$ cat src/design/skt_pkg.sv
// shared types, sizes and key compare for the sorted key table
// no dependencies; imported by every module of the block except skt_ram
package skt_pkg;

    localparam int DEPTH        = 256;
    localparam int KEY_W        = 32;
    localparam int IDX_W        = $clog2(DEPTH);
    localparam int CNT_W        = $clog2(DEPTH + 1);

    localparam int KEY_FIELD_W  = 32;
    localparam int STATUS_W     = 2;
    localparam int POSITION_W   = 8;
    localparam int TOTAL_W      = 9;
    localparam int IN_DATA_W    = ((KEY_FIELD_W + 7) / 8) * 8;
    localparam int OUT_FIELDS_W = STATUS_W + POSITION_W + KEY_FIELD_W + TOTAL_W;
    localparam int OUT_DATA_W   = ((OUT_FIELDS_W + 7) / 8) * 8;

    localparam int POSITION_LSB = STATUS_W;
    localparam int FKEY_LSB     = POSITION_LSB + POSITION_W;
    localparam int TOTAL_LSB    = FKEY_LSB + KEY_FIELD_W;

    typedef enum logic [0:0] {
        OP_INSERT = 1'b0,
        OP_SEARCH = 1'b1
    } opcode_t;

    typedef enum logic [STATUS_W-1:0] {
        STS_OK   = 2'd0,
        STS_MISS = 2'd1,
        STS_FULL = 2'd2
    } status_t;

    typedef enum logic [3:0] {
        ST_IDLE,
        ST_START,
        ST_FIRST,
        ST_LAST,
        ST_PROBE,
        ST_CMP,
        ST_SCAN_RD,
        ST_SCAN_CMP,
        ST_PLACE,
        ST_SHIFT_RD,
        ST_SHIFT_WR,
        ST_WRITE,
        ST_DONE
    } state_t;

    typedef struct packed {
        logic load;
        logic rd_first;
        logic rd_last;
        logic top;
        logic probe;
        logic step;
        logic scan_rd;
        logic scan_step;
        logic miss;
        logic full;
        logic place;
        logic shift_rd;
        logic shift_wr;
        logic ins_wr;
        logic out_load;
    } cmd_t;

    typedef struct packed {
        logic is_search;
        logic is_full;
        logic range_empty;
        logic hit;
        logic gt;
        logic shift_more;
        logic out_free;
    } sts_t;

    // a greater than b, two's complement when sgn is set
    function automatic logic key_gt(input logic [KEY_W-1:0] a,
                                    input logic [KEY_W-1:0] b,
                                    input logic sgn);
        logic [KEY_W-1:0] ax;
        logic [KEY_W-1:0] bx;
        ax = a;
        bx = b;
        ax[KEY_W-1] = a[KEY_W-1] ^ sgn;
        bx[KEY_W-1] = b[KEY_W-1] ^ sgn;
        return ax > bx;
    endfunction

endpackage

$ cat src/design/skt_ctrl.sv
// controller of the sorted key table: sequences search probes, entry shifts
// and result hand-off; uses skt_pkg
module skt_ctrl import skt_pkg::*; (
    input  logic aclk,
    input  logic aresetn,
    input  sts_t sts,
    input  logic s_tvalid,
    output logic s_tready,
    output cmd_t cmd
);

    state_t state_reg, state_next;

    always_ff @(posedge aclk) begin
        if (!aresetn) begin
            state_reg <= ST_IDLE;
        end else begin
            state_reg <= state_next;
        end
    end

    always_comb begin
        state_next = state_reg;
        cmd        = '0;
        s_tready   = 1'b0;
        unique case (state_reg)
            ST_IDLE: begin
                s_tready = 1'b1;
                if (s_tvalid) begin
                    cmd.load   = 1'b1;
                    state_next = ST_START;
                end
            end
            ST_START: begin
                priority if (!sts.is_search && sts.is_full) begin
                    cmd.full   = 1'b1;
                    state_next = ST_DONE;
                end else if (sts.is_search) begin
                    state_next = ST_PROBE;
                end else if (sts.range_empty) begin
                    state_next = ST_PLACE;
                end else begin
                    cmd.rd_first = 1'b1;
                    state_next   = ST_FIRST;
                end
            end
            ST_FIRST: begin
                // below the first entry goes to the front
                if (!sts.gt && !sts.hit) begin
                    state_next = ST_PLACE;
                end else begin
                    cmd.rd_last = 1'b1;
                    state_next  = ST_LAST;
                end
            end
            ST_LAST: begin
                // above the last entry goes to the end
                if (sts.gt) begin
                    cmd.top    = 1'b1;
                    state_next = ST_PLACE;
                end else begin
                    state_next = ST_PROBE;
                end
            end
            ST_PROBE: begin
                priority if (sts.range_empty && sts.is_search) begin
                    cmd.miss   = 1'b1;
                    state_next = ST_DONE;
                end else if (sts.range_empty) begin
                    state_next = ST_PLACE;
                end else begin
                    cmd.probe  = 1'b1;
                    state_next = ST_CMP;
                end
            end
            ST_CMP: begin
                cmd.step = 1'b1;
                if (sts.hit) begin
                    state_next = sts.is_search ? ST_DONE : ST_SCAN_RD;
                end else begin
                    state_next = ST_PROBE;
                end
            end
            ST_SCAN_RD: begin
                if (sts.range_empty) begin
                    state_next = ST_PLACE;
                end else begin
                    cmd.scan_rd = 1'b1;
                    state_next  = ST_SCAN_CMP;
                end
            end
            ST_SCAN_CMP: begin
                if (sts.hit) begin
                    cmd.scan_step = 1'b1;
                    state_next    = ST_SCAN_RD;
                end else begin
                    state_next = ST_PLACE;
                end
            end
            ST_PLACE: begin
                cmd.place  = 1'b1;
                state_next = ST_SHIFT_RD;
            end
            ST_SHIFT_RD: begin
                if (sts.shift_more) begin
                    cmd.shift_rd = 1'b1;
                    state_next   = ST_SHIFT_WR;
                end else begin
                    state_next = ST_WRITE;
                end
            end
            ST_SHIFT_WR: begin
                cmd.shift_wr = 1'b1;
                state_next   = ST_SHIFT_RD;
            end
            ST_WRITE: begin
                cmd.ins_wr = 1'b1;
                state_next = ST_DONE;
            end
            ST_DONE: begin
                if (sts.out_free) begin
                    cmd.out_load = 1'b1;
                    state_next   = ST_IDLE;
                end
            end
            default: begin
                state_next = ST_IDLE;
            end
        endcase
    end

endmodule

$ cat config.mk
export PLATFORM = sky130hd
export DESIGN_NAME = skt_ctrl
export DESIGN_NICKNAME = d
export VERILOG_FILES = /design/src/design/skt_pkg.sv /design/src/design/skt_ctrl.sv
export SDC_FILE = /design/constraint.sdc
export NUM_CORES = 1
export LEC_CHECK = 0
export BUFFER_PORTS_ARGS = -buffer_cell sky130_fd_sc_hd__buf_2
export CORE_MARGIN = 2
export CORE_UTILIZATION = 35
export CTS_CLUSTER_SIZE = 30
export DETAILED_ROUTE_END_ITERATION = 16
export HOLD_SLACK_MARGIN = 0.12
export SLEW_MARGIN = 20
export SYNTH_ARGS = -nofsm -noshare
export SYNTH_HDL_FRONTEND = slang
export SYNTH_SLANG_ARGS = --single-unit
$ cat constraint.sdc
create_clock -name aclk -period 3.6 [get_ports aclk]
set_clock_uncertainty 0.1 [all_clocks]
set_input_delay 0.72 -clock aclk [delete_from_list [all_inputs] [get_ports aclk]]
set_output_delay 0.72 -clock aclk [all_outputs]
set_load 0.01 [all_outputs]
==> Word level (Yosys, flattened, before mapping) <==
Index checks and enable logic that the tools add are counted.
{ "word_totals": {"word_cells": 67, "reg_bits": 4, "mem_bits_ro": 0, "latchBits": 0, "in_bits": 10, "memories": 0, "out_inout_bits": 16, "ram_bits": 0} }
{ "op_classes": {"n_addsub": 0, "n_reduce_logical": 9, "n_div": 0, "magnitude_cmp": 0, "n_mul": 0, "eq_ne": 14, "muxes": 43, "bitwise_logic": 0, "shift": 0} }
{ "op_table": {"columns": ["op", "n"], "rows": [
  ["4-bit 2-to-1 mux", 13],
  ["4-bit one-hot mux with 12 select lines", 1],
  ["1-bit 2-to-1 mux", 29],
  ["4-bit equality test (second input constant)", 5],
  ["4-bit by 3-bit equality test with 1-bit output (second input constant)", 4],
  ["4-bit by 2-bit equality test with 1-bit output (second input constant)", 2],
  ["4-bit by 1-bit equality test with 1-bit output (second input constant)", 1],
  ["4-bit logical NOT", 1],
  ["2-bit inequality test (second input constant)", 2],
  ["1-bit logical AND", 3],
  ["1-bit logical NOT", 3],
  ["2-bit AND reduction", 1],
  ["2-bit OR reduction", 1]
]} }

==> Logic depth before layout (Yosys ltp) <==
Gate-level depths: netlist of run 1.
{ "depth": {"ltp_word": 4, "depth_mapped": 5} }

==> Worst setup path after synthesis of run 1 <==
No wires, ideal clock.
{ "synth_timing": {"kind": "in2out", "startpoint": "input sts[4] (netlist bit)", "endpoint": "output cmd[10] (netlist bit)", "cell_stages": 2, "t_arrival_ns": 1.248, "path_slack_ns": 1.532, "cell_sequence": "or3_1 > nor2_1"} }
{ "synth_lines": {"columns": ["element", "line", "source"], "rows": [
  ["start, declared", "skt_ctrl.sv:6", "input sts_t sts,"],
  ["end, declared", "skt_ctrl.sv:9", "output cmd_t cmd"]
]} }

==> reports/qor.yml, run 1 <==
sta:
  maxSlewViolCount: 0
  fmax_mhz: 413
  period_share_pct: 67.3
  rsz0062_at_grt: "false"
  max_slew.worst_pin.slew_ps: 455
  hold_viol_final: 0
  setup_violations: 0
  setup_tns_ps: 0
  fin_crit_ps: 2420
  relSlewSlack_pct: 69.6
yosys:
  synth_compound_area_share_pct: 24.6
  netlist_area_um2: 489
  yosysSeqAreaShare_pct: 16.4
  synth-adder-area-share_pct: 0
  ys_warn_count: 0
  synthCells: 76
  synth_cell_types: 26
  synth.area.mux_share_pct: 0
  avgSynthCellArea_um2: 6.44
  synth_fp_nets: 86
  ys_seq_elements: 4
  synth_top_family_by_area: "simple AND/OR/NAND/NOR gates"
  synthSimpleGateAreaFrac_pct: 51.9
  yosys.area_share.xor_xnor_pct: 0
drt:
  wl_per_cell_um: 11.8
  drc_errors: 0
  wl_met3_um: 92
  drt_wl_total_um: 1350
  top_layer: "met3"
  routed_via_density: 5.49
  vias: 631
  drt_first_pass_iters: 4
  ant_nets: 0
  dr_wl_met2_um: 631
  drt_iter0_drc: 14
  met1_length_um: 630
setup_path:
  reg2reg_to: "state_reg[2]$_SDFFE_PN0P_"
  r2r-start: "state_reg[2]$_SDFFE_PN0P_"
  critPathMaxFanout: 15
  ff2ff_path_depth: 4
  worstPathArrival_ps: 1600
  ff2ff_setup_slack_ps: 1960
  end_kind: "output port"
  start_kind: "flip-flop"
  path_class: "flip-flop to output port"
  worstPathRequired_ps: 2780
job:
  drv_cap: 0
hold_path:
  min_to: "state_reg[1]$_SDFFE_PN0P_"
  min_path_cells: 2
  min_path_type: "primary input to flip-flop"
  min_from: "aresetn"
floorplanning:
  die-area_mm2: 0.00171
  top_level_ports: 26
  die_w_um: 41.4
  fp-row-count: 13
  fp.coreArea_mm2: 0.00130
  start_util_pct: 37.6
  die_h_um: 41.4
cells_and_area:
  final_util_pct: 48.8
  area_growth_pct: 29.9
  layout_commonest_cell: "buf_2"
  layout_common_cells: "25 x buf_2, 10 x nor2_1, 8 x nand2_1"
  num_antenna_cells: 0
  largest_register_ffs: 4
  drive_gt1_share_pct: 29.0
  final_nets: 112
power_and_ir_drop:
  cellLeakagePower_nw: 0.310
  ir_drop_v: 0.000343
  powerDensity_mw_per_mm2: 635
placement:
  io_buffer_count: 25
  finalWeightedCongestion: 0.840
  place_hpwl_um: 1040
clocking:
  clkLatencyLatePin_ps: 230
  cts_resized: 0
  holdBufCountCts: 0
  cts_tree: "yes"
  cts-htree-levels: 1
  post_cts_buffers: 0
  cts_buffers: 3
  root_buffer: "clkbuf_4"
  clockBufferDepth: 2
  clock_sinks: 4
  clkTransAtPathRegs_ps: 40
grt:
  overflow: 0
  grt_usage_pct: 17.3
  grt_pass1_wl_um: 1950
  grt_start_max_net_pins: 17
  grt_pass1_vias: 463
  antenna_found_initial: 0
status:
  outcome: "complete, no violations"
## how the worst max path moves through the flow
| stage | depth (start not counted) | slack [ps] | end | startpoint |
|---|---|---|---|---|
| detailed placement | 4 | 1340 | cmd[10] | sts[4] |
| finish | 4 | 1180 | cmd[13] | state_reg[0]$_SDFFE_PN0P_ |
| floorplan | 2 | 1530 | cmd[10] | sts[4] |
| CTS | 4 | 1170 | cmd[13] | state_reg[0]$_SDFFE_PN0P_ |
| global route | 4 | 1030 | cmd[13] | state_reg[0]$_SDFFE_PN0P_ |
| global placement | 4 | 1340 | cmd[10] | sts[4] |
## cell type report
cell class,count,area [µm²]
Clock buffer,3,22.5
Inverter,4,15.0
Fill cell,144,666
Tap cell,15,18.8
Sequential cell,4,80.1
Multi-Input combinational cell,64,374
Timing Repair Buffer,25,125
## kinds of logic (layout without fill, tap and decap cells)
logic type,after synthesis,after routing
AND/OR/NAND/NOR,46,46
AO/OA/AOI/OAI,18,18
buffers and inverters,8,32
flip-flops,4,4
## layer usage
layer,global-route usage (%),up-vias
met2,26.6,21
met3,1.60,0
met1,23.6,286
met5,0,-
li1,-,324
met4,9.68,0
## cell usage after synthesis
library cell	n	share of area, %
nor2_1	10	7.7
nand2_1	8	6.1
nor2b_1	5	6.4
nor3_1	5	5.1
o21ai_0	5	5.1
buf_2	4	4.1
dfxtp_1	4	16
inv_1	4	3.1
nand2b_1	4	5.1
a31oi_1	3	3.8
and3_1	3	3.8
and4_1	3	5.4
or3_1	3	3.8
a21oi_1	2	2.0
nand3b_1	2	3.1
a22oi_1	1	1.5
a311oi_1	1	1.8
a32oi_1	1	1.8
and2_1	1	1.3
nor3b_1	1	1.5
nor4_2	1	2.6
o211ai_1	1	1.5
o22ai_1	1	1.3
o31a_1	1	1.8
o31ai_1	1	1.5
o41a_1	1	2.3
## through the flow
| stage | cell area, µm² | power [mW] | std cells | worst slack [ps] | hold WS [ps] |
|---|---|---|---|---|---|
| global placement | 613 | 0.349 | 112 | 1340 | 671 |
| CTS | 636 | 0.406 | 115 | 1170 | 646 |
| detailed placement | 613 | 0.346 | 112 | 1340 | 665 |
| floorplan | 489 | 0.280 | 76 | 1530 | 512 |
| global route | 636 | 0.444 | 115 | 1030 | 659 |
| finish | 636 | 0.404 | 115 | 1180 | 660 |
## critical path: stages, from the launching register on
cell     delay, ps
dfxtp_1        560
nor2b_1        280
nand2_1        140
nor4_2         200
buf_2          180
## where the power goes
group | switching, mW | internal, mW | leakage (nW)
Sequential | 0.0586 | 0.0622 | 0.0329
Clock | 0.0178 | 0.0372 | 0.0138
Combinational | 0.130 | 0.0981 | 0.264
Power figures use the tool's default switching activity.
==> inputs of run 2 (changes only) <==
Settings changed: PLACE_DENSITY set to 0.67.
Clock period 3.6 ns to 2.1 ns, I/O delays scaled along.
==> reports/qor.yml, run 2 (synthesized netlist as in run 1, its figures left out) <==
cells_and_area:
  num_antenna_cells: 0  # unchanged
  multiInputGateArea_um2: 379  # was 374 µm²
  final_cell_area_um2: 648  # was 636 µm²
  drive_gt1_share_pct: 31.7  # was 29.0%
  layout_commonest_cell: "buf_2"  # unchanged
  area_growth_pct: 32.5  # was 29.9%
  nFillCells: 149  # was 144
  largest_register_ffs: 4  # unchanged
  final_util_pct: 49.8  # was 48.8%
  register_area_um2: 80.1  # unchanged
  layout_common_cells: "25 x buf_2, 10 x nor2_1, 8 x nand2_1"  # unchanged
  final_nets: 113  # was 112
placement:
  io_buffer_count: 25  # unchanged
  dpl_cell_area_um2: 621  # was 613 µm²
  post-place-ws_ps: 321  # was 1340 ps
  finalWeightedCongestion: 0.856  # was 0.840
  place_hpwl_um: 1120  # was 1040 µm
sta:
  fmax_mhz: 509
  hold_viol_final: 0  # unchanged
  worst_slack_ps: 136  # was 1180 ps
  maxSlewViolCount: 0  # unchanged
  period_share_pct: 93.5
  max_slew.worst_pin.slew_ps: 477  # was 455 ps
  fin_crit_ps: 1960
  relSlewSlack_pct: 68.2  # was 69.6%
  setup_tns_ps: 0  # unchanged
  rsz0062_at_grt: "false"  # unchanged
  setup_violations: 0  # unchanged
setup_path:
  critPathMaxFanout: 13  # was 15
  crit_slowest_cell: "dfxtp_1"  # unchanged
  end_kind: "output port"  # unchanged
  path_cells: "nor2b_2 > nand3b_1 > inv_1 > buf_2"  # was nor2b_1 > nand2_1 > nor4_2 > buf_2
  startpoint: "state_reg[1]$_SDFFE_PN0P_"  # was state_reg[0]$_SDFFE_PN0P_
  worstPathRequired_ps: 1580  # was 2780 ps
  reg2reg_to: "state_reg[2]$_SDFFE_PN0P_"  # unchanged
  r2r-start: "state_reg[2]$_SDFFE_PN0P_"  # unchanged
  worstPathArrival_ps: 1440  # was 1600 ps
  setup.worst_path.end: "cmd[12]"  # was cmd[13]
  critPathMaxStageDelay_ps: 520  # was 560 ps
  start_kind: "flip-flop"  # unchanged
  ff2ff_path_depth: 4  # unchanged
  ff2ff_setup_slack_ps: 430  # was 1960 ps
  path_class: "flip-flop to output port"  # unchanged
grt:
  grt_start_max_net_pins: 17  # unchanged
  antenna_found_initial: 0  # unchanged
  overflow: 0  # unchanged
  grt_usage_pct: 19.3  # was 17.3%
  grt_pass1_vias: 486  # was 463
  grt_pass1_wl_um: 2150  # was 1950 µm
status:
  outcome: "complete, no violations"  # unchanged
drt:
  drc_errors: 0  # unchanged
  routed_via_density: 5.67  # was 5.49
  drt_wl_total_um: 1420  # was 1350 µm
  ant_nets: 0  # unchanged
  drt_iter0_drc: 31  # was 14
  wl_per_cell_um: 12.3  # was 11.8 µm
  drt_first_pass_iters: 4  # unchanged
  vias: 658  # was 631
clocking:
  clock_sinks: 4  # unchanged
  cts-htree-levels: 1  # unchanged
  root_buffer: "clkbuf_4"  # unchanged
  clkTransAtPathRegs_ps: 40  # about the same
  clockBufferDepth: 2  # unchanged
  cts_tree: "yes"  # unchanged
  clkLatencyLatePin_ps: 230  # about the same
  cts_buffers: 3  # unchanged
job:
  drv_cap: 0  # unchanged
hold_path:
  min_path_type: "primary input to flip-flop"  # unchanged
floorplanning:
  die_w_um: 41.4  # unchanged
  fp.coreArea_mm2: 0.00130  # unchanged
  die_h_um: 41.4  # unchanged
  die-area_mm2: 0.00171  # unchanged
  fp-row-count: 13  # unchanged
  top_level_ports: 26  # unchanged
  start_util_pct: 37.6  # unchanged
power_and_ir_drop:
  ir_drop_v: 0.000522  # was 0.000343 V
  powerDensity_mw_per_mm2: 1100  # was 635 mW/mm²
  cellLeakagePower_nw: 0.316  # was 0.310 nW
[run 2: changes by cell type in the layout (fill, tap and decap cells not counted)]
cell     before  now
nor2b_2       0    2
nor2b_1       5    3
buf_4         0    1
[run 2: repair_timing]
| item | 4_1_cts | 5_1_grt |
|---|---|---|
| resized for setup | 0 | 2 |
| endpoints found under the setup margin | 0 | 3 |
| hold buffers | 0 | 0 |
| buffers inserted | 0 | 0 |
[run 2: how the worst min path moves through the flow]
stage                       start                        end  slack [ps]  depth (start not counted)
after floorplan           aresetn  state_reg[2]$_SDFFE_PN0P_         450                          1
after global placement    aresetn  state_reg[2]$_SDFFE_PN0P_         600                          2
after detailed placement  aresetn  state_reg[2]$_SDFFE_PN0P_         600                          2
after CTS                 aresetn  state_reg[2]$_SDFFE_PN0P_         350                          2
after global routing      aresetn  state_reg[2]$_SDFFE_PN0P_         360                          2
final                     aresetn  state_reg[2]$_SDFFE_PN0P_         360                          2
[run 2: area by class of cell]
cell class	instances	area share, %
multi-input cells	64	58.5
repair buffers	26	20.5
flip-flops and latches	4	12.4
clock buffers	3	3.47
well taps	15	2.90
inverters	4	2.32
[run 2: worst max-delay path, delay by kind of cell (launching register included)]
kind,cells,cell delay [ps]
DFF,1,520
and+or+nand+nor,2,460
buffers and inverters,2,230
[run 2: where the power goes]
group          internal [mW]  total [mW]  switching, mW
logic                  0.181       0.431          0.249
clock network         0.0637      0.0919         0.0282
registers              0.107       0.191         0.0839
[run 2: layer usage]
| layer | vias up | part of all wire, % | track usage, % |
|---|---|---|---|
| met5 | - | 0 | 0 |
| met4 | 0 | 0 | 9.68 |
| met3 | 0 | 9.3 | 4.79 |
| met2 | 39 | 47 | 26.6 |
| met1 | 288 | 43 | 27.2 |
| li1 | 331 | - | - |
[run 2: metrics by stage]
step                power, mW  hold WS [ps]  instances
floorplan               0.479           448         76
global placement        0.609           600        113
detailed placement      0.612           603        113
CTS                     0.709           352        116
global route            0.792           359        116
finish                  0.713           357        116
==> inputs of run 3 (changes only) <==
Settings changed: CORE_MARGIN 2 to not set.
==> reports/qor.yml, run 3 (synthesized netlist as in run 1, its figures left out) <==
setup_path:
  crit_family: "simple AND/OR/NAND/NOR gates"  # was flip-flops
  path_cells: "nor2_1 > nand2_1 > nor4_2 > buf_2"  # was nor2b_2 > nand3b_1 > inv_1 > buf_2
  critPathMaxStageDelay_ps: 430  # was 520 ps
  start_kind: "flip-flop"  # unchanged
  end_kind: "output port"  # unchanged
  crit_slowest_cell: "dfxtp_1"  # unchanged
  worstPathArrival_ps: 1450  # was 1440 ps
  critPathMaxFanout: 14  # was 13
  path_buf_inv: 1  # was 2
  worstPathRequired_ps: 1580  # about the same
  path_class: "flip-flop to output port"  # unchanged
status:
  outcome: "complete, no violations"  # unchanged
grt:
  use_met3_pct: 6.25  # was 4.79%
  antenna_found_initial: 0  # unchanged
  gr-max-usage-layer: "met2"  # was met1
  grt_start_max_net_pins: 17  # unchanged
  overflow: 0  # unchanged
  grt_use_met1_pct: 27.0  # was 27.2%
  grt_pass1_wl_um: 2110  # was 2150 µm
  grt_usage_pct: 20.6  # was 19.3%
  grt_pass1_vias: 484  # was 486
  met2_usage_pct: 28.7  # was 26.6%
hold_path:
  min_path_type: "primary input to flip-flop"  # unchanged
placement:
  post-place-ws_ps: 337  # was 321 ps
  finalWeightedCongestion: 0.834  # was 0.856
  io_buffer_count: 25  # unchanged
  dpl_cell_area_um2: 628  # was 621 µm²
  place_hpwl_um: 1140  # was 1120 µm
  dp_cells: 114  # was 113
clocking:
  clkLatencyLatePin_ps: 230  # about the same
  clkTransAtPathRegs_ps: 40  # about the same
  clockBufferDepth: 2  # unchanged
  cts_tree: "yes"  # unchanged
  holdBufCountCts: 0  # unchanged
  cts-htree-levels: 1  # unchanged
  root_buffer: "clkbuf_4"  # unchanged
  clock_sinks: 4  # unchanged
  post_cts_buffers: 0  # unchanged
  cts_buffers: 3  # unchanged
drt:
  routed_via_density: 5.67  # about the same
  vias: 663  # was 658
  drt_first_pass_iters: 4  # unchanged
  drc_errors: 0  # unchanged
  wl_per_cell_um: 12.4  # was 12.3 µm
  ant_nets: 0  # unchanged
  drt_iter0_drc: 13  # was 31
  drt_wl_total_um: 1450  # was 1420 µm
cells_and_area:
  num_antenna_cells: 0  # unchanged
  layout_commonest_cell: "buf_2"  # unchanged
  layout_common_cells: "25 x buf_2, 10 x nor2_1, 8 x nand2_1"  # unchanged
  largest_register_ffs: 4  # unchanged
  final_cell_area_um2: 653  # was 648 µm²
  area_growth_pct: 33.5  # was 32.5%
  drive_gt1_share_pct: 31.4  # was 31.7%
  final_nets: 114  # was 113
  fin_cells: 117  # was 116
  nFillCells: 150  # was 149
sta:
  setup_tns_ps: 0  # unchanged
  relSlewSlack_pct: 66.6  # was 68.2%
  max_slew.worst_pin.slew_ps: 500  # was 477 ps
  worst_slack_ps: 127  # was 136 ps
  hold_viol_final: 0  # unchanged
  rsz0062_at_grt: "false"  # unchanged
  fmax_mhz: 507  # was 509 MHz
  setup_violations: 0  # unchanged
  period_share_pct: 93.9  # was 93.5%
  fin_hold_ws_ps: 358  # was 357 ps
  maxSlewViolCount: 0  # unchanged
  fin_crit_ps: 1970  # was 1960 ps
floorplanning:
  top_level_ports: 26  # unchanged
  fp-row-count: 13  # unchanged
  die-area_mm2: 0.00155  # was 0.00171 mm²
  fp.coreArea_mm2: 0.00130  # unchanged
  die_w_um: 39.4  # was 41.4 µm
  die_h_um: 39.4  # was 41.4 µm
  start_util_pct: 37.6  # unchanged
job:
  drv_cap: 0  # unchanged
power_and_ir_drop:
  internal_power_mw: 0.355  # was 0.352 mW
  pwr-share-comb_pct: 61.5  # was 60.4%
  ir_drop_v: 0.000616  # was 0.000522 V
  powerDensity_mw_per_mm2: 1100  # about the same
  clockPowerShare_pct: 13.1  # was 12.9%
  seqPwrFrac_pct: 25.4  # was 26.7%
  p_sw_share_pct: 50.5  # was 50.7%
  cellLeakagePower_nw: 0.321  # was 0.316 nW
  power.switching_mw: 0.362  # about the same
-- run 3: layer usage --
metal / routed length [µm] / vias up / part of all wire, %
li1: - / 332 / -
met1: 630 / 304 / 43
met2: 741 / 25 / 51
met3: 71 / 2 / 4.9
met4: 9 / 0 / 0.62
met5: 0 / - / 0
-- run 3: final timing paths --
check / from / endpoint / slack, ps / cells after the start
max: state_reg[2]$_SDFFE_PN0P_ / cmd[13] / 130 / 4
min: aresetn / state_reg[2]$_SDFFE_PN0P_ / 360 / 2
max reg2reg: state_reg[2]$_SDFFE_PN0P_ / state_reg[2]$_SDFFE_PN0P_ / 400 / 4
min reg2reg: state_reg[1]$_SDFFE_PN0P_ / state_reg[1]$_SDFFE_PN0P_ / 630 / 2
-- run 3: area by class of cell --
type	count	area, µm²	area share (%)
Timing Repair Buffer	27	140	21.5
Multi-Input combinational cell	64	377	57.7
Inverter	4	15.0	2.30
Clock buffer	3	22.5	3.45
Sequential cell	4	80.1	12.3
Tap cell	15	18.8	2.87
-- run 3: stage by stage --
| step | util [%] | power, mW |
|---|---|---|
| floorplan | - | 0.479 |
| global placement | 48.3 | 0.611 |
| detailed placement | 48.3 | 0.614 |
| CTS | 50.0 | 0.714 |
| global route | 50.2 | 0.785 |
| finish | 50.2 | 0.717 |
-- run 3: repair_timing --
action | in CTS | in global routing
endpoints found under the hold margin | 0 | 0
setup endpoints to repair | 0 | 1
gates resized for setup | 0 | 1
-- run 3: power groups by stage --
stage / Combinational (mW) / Clock, mW / Sequential (mW)
floorplan: 0.345 / 0 / 0.135
global placement: 0.435 / 0 / 0.176
detailed placement: 0.437 / 0 / 0.177
CTS: 0.439 / 0.0985 / 0.176
global route: 0.494 / 0.104 / 0.188
finish: 0.441 / 0.0940 / 0.182
-- run 3: worst register-to-register path, cell delays in order, from the launching register on --
cell      delay [ps]
dfxtp_1          580
nand2b_1         190
or3_1            340
a32oi_1          260
o31a_1           170
